$ cat src/rtl/core/rsla_pkg.sv
`timescale 1ns / 1ps
// ----------------------------------------------------------------------------
// rsla_pkg: shared types and constants of the record slot list allocator
// Widths, result codes, controller states and the command/status bundles
// that join the controller and the datapath.
// ----------------------------------------------------------------------------
package rsla_pkg;

	localparam int ID_W             = 11;
	localparam int STATUS_W         = 2;
	localparam int DEFAULT_CAPACITY = 1024;
	// Largest id that the slot_id field can carry.
	localparam int MAX_ID           = (1 << ID_W) - 1;

	localparam logic OP_INSERT = 1'b0;
	localparam logic OP_DELETE = 1'b1;

	typedef enum logic [STATUS_W-1:0] {
		RES_DONE   = 2'd0,
		RES_REJECT = 2'd1,
		RES_BEYOND = 2'd2
	} result_t;

	typedef enum logic [2:0] {
		S_IDLE,
		S_CHECK,
		S_GROW_LINK,
		S_GROW,
		S_READ,
		S_UNLINK,
		S_PUSH_A,
		S_PUSH_B
	} fsm_state_t;

	typedef struct packed {
		logic    load;
		logic    read;
		logic    grow_link;
		logic    grow_step;
		logic    unlink;
		logic    push_a;
		logic    push_b;
		logic    finish;
		result_t result;
	} dp_cmd_t;

	typedef struct packed {
		logic id_zero;
		logic id_over;
		logic op_delete;
		logic need_grow;
		logic grow_last;
		logic slot_free;
	} dp_stat_t;

endpackage

$ cat src/rtl/core/rsla_ctrl.sv
`timescale 1ns / 1ps
// ----------------------------------------------------------------------------
// rsla_ctrl: sequencing controller
// Steps one beat through check, growth, unlink and push phases.
// ----------------------------------------------------------------------------
module rsla_ctrl (
	input  logic               clk,
	input  logic               arst_n,
	input  logic               start,
	input  rsla_pkg::dp_stat_t stat,
	output rsla_pkg::dp_cmd_t  cmd,
	output logic               busy
);

	rsla_pkg::fsm_state_t state_q, state_d;

	always_ff @(posedge clk or negedge arst_n) begin
		if (!arst_n) begin
			state_q <= rsla_pkg::S_IDLE;
		end else begin
			state_q <= state_d;
		end
	end

	always_comb begin
		state_d = state_q;
		unique case (state_q)
			rsla_pkg::S_IDLE: begin
				if (start) state_d = rsla_pkg::S_CHECK;
			end
			rsla_pkg::S_CHECK: begin
				if (stat.id_zero || stat.id_over) begin
					state_d = rsla_pkg::S_IDLE;
				end else if (stat.need_grow) begin
					state_d = stat.op_delete ? rsla_pkg::S_IDLE : rsla_pkg::S_GROW_LINK;
				end else begin
					state_d = rsla_pkg::S_UNLINK;
				end
			end
			rsla_pkg::S_GROW_LINK: state_d = rsla_pkg::S_GROW;
			rsla_pkg::S_GROW: begin
				if (stat.grow_last) state_d = rsla_pkg::S_READ;
			end
			rsla_pkg::S_READ: state_d = rsla_pkg::S_UNLINK;
			rsla_pkg::S_UNLINK: begin
				// Only a slot in the opposite list may move.
				if (stat.slot_free == stat.op_delete) begin
					state_d = rsla_pkg::S_IDLE;
				end else begin
					state_d = rsla_pkg::S_PUSH_A;
				end
			end
			rsla_pkg::S_PUSH_A: state_d = rsla_pkg::S_PUSH_B;
			rsla_pkg::S_PUSH_B: state_d = rsla_pkg::S_IDLE;
			default: state_d = rsla_pkg::S_IDLE;
		endcase
	end

	always_comb begin
		cmd        = '0;
		cmd.result = rsla_pkg::RES_DONE;
		unique case (state_q)
			rsla_pkg::S_IDLE: begin
				cmd.load = start;
			end
			rsla_pkg::S_CHECK: begin
				cmd.read = 1'b1;
				if (stat.id_zero) begin
					cmd.finish = 1'b1;
					cmd.result = rsla_pkg::RES_REJECT;
				end else if (stat.id_over) begin
					cmd.finish = 1'b1;
					cmd.result = rsla_pkg::RES_BEYOND;
				end else if (stat.need_grow && stat.op_delete) begin
					cmd.finish = 1'b1;
					cmd.result = rsla_pkg::RES_REJECT;
				end
			end
			rsla_pkg::S_GROW_LINK: cmd.grow_link = 1'b1;
			rsla_pkg::S_GROW:      cmd.grow_step = 1'b1;
			rsla_pkg::S_READ:      cmd.read      = 1'b1;
			rsla_pkg::S_UNLINK: begin
				if (stat.slot_free == stat.op_delete) begin
					cmd.finish = 1'b1;
					cmd.result = rsla_pkg::RES_REJECT;
				end else begin
					cmd.unlink = 1'b1;
				end
			end
			rsla_pkg::S_PUSH_A: cmd.push_a = 1'b1;
			rsla_pkg::S_PUSH_B: begin
				cmd.push_b = 1'b1;
				cmd.finish = 1'b1;
				cmd.result = rsla_pkg::RES_DONE;
			end
			default: cmd = '0;
		endcase
	end

	assign busy = (state_q != rsla_pkg::S_IDLE);

endmodule

$ cat config.mk
export PLATFORM = sky130hd
export DESIGN_NAME = rsla_ctrl
export DESIGN_NICKNAME = d
export VERILOG_FILES = /design/src/rtl/core/rsla_pkg.sv /design/src/rtl/core/rsla_ctrl.sv
export SDC_FILE = /design/constraint.sdc
export NUM_CORES = 1
export LEC_CHECK = 0
export BUFFER_PORTS_ARGS = -buffer_cell sky130_fd_sc_hd__buf_4
export CAP_MARGIN = 20
export CORE_AREA = 2 2 39 41
export CTS_CLUSTER_DIAMETER = 50
export DETAILED_ROUTE_END_ITERATION = 6
export DIE_AREA = 0 0 41 43
export GPL_TIMING_DRIVEN = 0
export HOLD_SLACK_MARGIN = 0.15
export PLACE_DENSITY = 0.47
export SLEW_MARGIN = 20
export SYNTH_ARGS = -nofsm -noshare
export SYNTH_HDL_FRONTEND = slang
export SYNTH_SLANG_ARGS = --single-unit
$ cat constraint.sdc
create_clock -name clk -period 2.8 [get_ports clk]
set_input_delay 0.7 -clock clk [delete_from_list [all_inputs] [get_ports clk]]
set_output_delay 0.7 -clock clk [all_outputs]
set_load 0.02 [all_outputs]
Word level (Yosys, flattened, before mapping)
Cells that the tools add are included.
{ "word_totals": {"reg_bits": 3, "in_bits": 9, "word_cells": 37} }
{ "classes": {"eq_ne": 10, "muxes": 20, "n_reduce_logical": 6} }
{ "op_table": {"columns": ["cell", "n"], "rows": [
  ["3-bit 2-to-1 mux", 9],
  ["3-bit case mux with 8 select lines", 1],
  ["3-bit == test, second input constant", 4],
  ["3-bit case mux with 3 select lines", 1],
  ["1-bit 2-to-1 mux", 8],
  ["3-bit by 2-bit == test with 1-bit output, second input constant", 2],
  ["2-bit != test, second input constant", 2],
  ["3-bit by 1-bit == test with 1-bit output, second input constant", 1],
  ["3-bit logical NOT", 1],
  ["3-bit nonzero test", 1],
  ["2-bit 2-to-1 mux", 1],
  ["2-bit AND reduction", 1],
  ["2-bit OR reduction", 1],
  ["1-bit == test", 1],
  ["1-bit logical AND", 1],
  ["1-bit logical OR", 1]
]} }

Logic depth before layout (Yosys ltp)
{ "logic_depth": {"depth_word": 5, "ltp_mapped": 4, "depth_no_buf": 3} }

Least setup slack after synthesis
Ideal clock, no wire load.
{ "synth_timing": {"path_type": "input-to-output", "from": "in stat[5] (netlist bit)", "to": "out cmd[1] (netlist bit)", "arrival_ns": 1.374, "t_required_ns": 2.100, "path_slack_ns": 0.726, "path_stages": 1, "path_buffers": 0, "path_cell_list": "nor4_1"} }
{ "synth_between": {"elab_chain_cells": 2} }
{ "synth_lines": {"columns": ["item", "line", "rtl"], "rows": [
  ["from (decl)", "rsla_ctrl.sv:10", "input rsla_pkg::dp_stat_t stat,"],
  ["3-bit 2-to-1 mux", "rsla_ctrl.sv:68", "if (stat.id_zero) begin"],
  ["3-bit case mux with 3 select lines", "rsla_ctrl.sv:62", "unique case (state_q)"],
  ["to (decl)", "rsla_ctrl.sv:11", "output rsla_pkg::dp_cmd_t cmd,"]
]} }
Every way passes these cells.

==> key figures <==
Outcome
  – Outcome: finished, final reports clean

Die
  – Cell Rows: 14
  – DIE AREA: 1760 um2
  – Starting Density: 0.224
  – Placeable Area: 1380 um2
  – Die span in y: ~43 um
  – I/O pins: 20
  – Die X: around 41 um

CTS
  – Post_cts resized: 0
  – Clock latency on the worst-skew pair: between 0.2 and 0.25 ns
  – Clock-pin slew on the worst setup and hold paths: roughly 0.04 ns
  – # hold bufs at CTS: 0
  – Sink Count: 3
  – CTS tree: built
  – TritonCTS Buffers: 3
  – H-tree lvl count: 1
  – Root buffer cell: clkbuf_4
  – Post-CTS Setup Inserts: 0
  – CTS Buffer Depth: 2

Power
  – Clock share of power: 0.143
  – Total Power: around 0.53 mW
  – Sw Ratio: 0.470
  – Comb pwr share: 0.691
  – Pint: 0.281 mW
  – Seq pwr share: 0.165
  – PD cells: 1060 nW/um2
  – Psw: approximately 0.25 mW
  – Peak supply drop: 0.413 mV
  – LEAKAGE: 0.269 nW

Detailed routing
  – DR iter-0 viols: 4
  – Post-route ant nets: 0
  – DRT Pass-1 Iters: 4
  – Routed via count: 382
  – Routed wire per std cell: 10.4 um
  – Routed Wire Length: around 850 um
  – Vias per cell: 4.66
  – DRC errors left: 0

Worst setup path
  – Most used cell, CP: buf_4
  – CP bufs+invs: 2
  – Critical Path AT: between 1 and 1.5 ns
  – Crit. End Element: output pin
  – Worst setup SP type: input port
  – Slowest-stage cell, CP: nor2b_1
  – CP Cell Sequence: buf_4 > xor2_1 > nor2b_1 > o2bb2ai_1 > buf_4
  – Critical Path Source: stat[3]
  – Worst path required time: roughly 2.1 ns
  – Critical path class: input port to output pin
  – CP Max Fanout: 3
  – Worst path max stage delay: ~0.21 ns
  – Reg-to-reg critical path startpoint: state_q[0]
  – Top delay family on crit path: buffers and inverters

Yosys
  – Cell count after synthesis: 43
  – Post-synth cell types: 24
  – Syn avg cell area: 7.22 um2
  – Async set or reset register ratio after synthesis: 1.00
  – Register bit total from synthesis: 3
  – Top cell type's share of synthesized area: 0.242
  – Cell taking the most area after synthesis: dfrtp_1
  – Synth area leaders: dfrtp_1 (24%), nand2_1 (7.3%), nor2_1 (7.3%)
  – Sequential fraction of the synthesis area: 0.242
  – Ys flop type: dfrtp_1
  – Syn_nets: 52
  – EDFF count, synth: 0
  – YS warnings: 0
  – Netlist Area Pre-Place: 310 um2

GRT
  – Tot GR Track Use: 0.119
  – Vias in the first global route: 314
  – Initial antenna violation count: 0
  – Total global routing overflow: 0
  – First-pass GRT wire length: 1.43 mm
  – Largest net degree at the start of global routing: 11

Timing
  – Final Hold Vio Count: 0
  – TNS Setup: 0 ns
  – # setup viols final: 0
  – Worst setup slack after layout: between 0.6 and 0.7 ns
  – Worst-margin pin slew: 0.241 ns
  – RSZ-0062 raised after global routing: false
  – Min cycle time layout: roughly 2.2 ns
  – Tcrit/Tclk final: 0.777
  – Slew Limit Fails: 0
  – Final Skew: 0.000367 ns
  – Max frequency: 460 MHz
  – Worst hold margin: 0.249 ns
  – Headroom to the max-slew limit: 0.838

Finish
  – Most common cell after layout, fill and taps aside: buf_4
  – Area growth, synth to finish: 60.9%
  – Layout cells sized above 1: 0.379
  – # diodes: 0
  – Largest regs: state_q (3)
  – Largest register FFs: 3
  – Most frequent cells in the layout: buf_4 (19), nand2_1 (6), nor2_1 (6)
  – Layout Nets: 76
  – Biggest register: state_q

Placement
  – GPL Wtd Cong: 0.766
  – Number of I/O port buffers: 19
  – Pre-CTS WS: 0.614 ns
  – Post-detail-place hpwl: 650 um

Worst hold path
  – Hold Crit Class: input port to async pin

Run
  – MaxCap Viol Count: 0
==> layer usage <==
layer,up-vias,part of all wire,track usage
met5,-,0,0
met3,0,0.077,0.0471
li1,201,-,-
met4,0,0,0.0400
met2,14,0.46,0.147
met1,167,0.47,0.183
==> power groups by stage <==
stage | clock, mW | combinational, mW | sequential [mW]
after floorplan | 0 | 0.243 | 0.0807
after global placement | 0 | 0.372 | 0.0894
after detailed placement | 0 | 0.370 | 0.0877
after CTS | 0.0813 | 0.371 | 0.0871
after global routing | 0.0880 | 0.408 | 0.0940
final | 0.0761 | 0.367 | 0.0875
==> cell families (layout without fill, tap and decap cells) <==
logic type,Yosys count,in the layout,synth area share
and+or+nand+nor,23,23,0.379
AOI/OAI and AO/OA,11,11,0.262
DFF,3,3,0.242
buffers and inverters,4,27,0.0605
xor gates and xnor gates,2,2,0.0565
==> metrics by stage <==
stage / util / cell area [um2] / cells
6_report: 0.361 / 499 / 82
5_1_grt: 0.361 / 499 / 82
4_1_cts: 0.361 / 499 / 82
3_5_place_dp: 0.342 / 473 / 78
3_3_place_gp: 0.342 / 473 / 78
2_1_floorplan: - / 310 / 43
==> worst paths after layout <==
kind / to / slack, ns / depth (start not counted)
max in group asynchronous: state_q[0] / 2.46 / 1
worst max register to register: state_q[1] / 1.65 / 3
min in group clk: state_q[1] / 0.66 / 2
worst min-delay path: state_q[2] / 0.25 / 1
worst max-delay path: cmd[2] / 0.62 / 5
worst min register to register: state_q[1] / 0.66 / 2
==> worst register-to-register path, stage by stage (launching register included) <==
cell and delay [ns]:
dfrtp_1 0.41, nor2b_1 0.17, and4b_1 0.19, a211o_1 0.26
==> cell type report <==
| type | count | area [um2] |
|---|---|---|
| Inverter | 1 | 3.75 |
| Fill cell | 164 | 885 |
| Multi-Input combinational cell | 36 | 216 |
| Sequential cell | 3 | 75.1 |
| Clock buffer | 4 | 26.3 |
| Buffer | 3 | 15.0 |
| Tap cell | 16 | 20.0 |
| Timing Repair Buffer | 19 | 143 |
==> synth_stat cells, drive strengths merged, types with 2 or more instances <==
master,number
or3,2
nand2,6
buf,3
a21oi,2
nor2b,2
nor4,2
dfrtp,3
nor2,6
and3,2
Power figures use the tool's default switching activity.
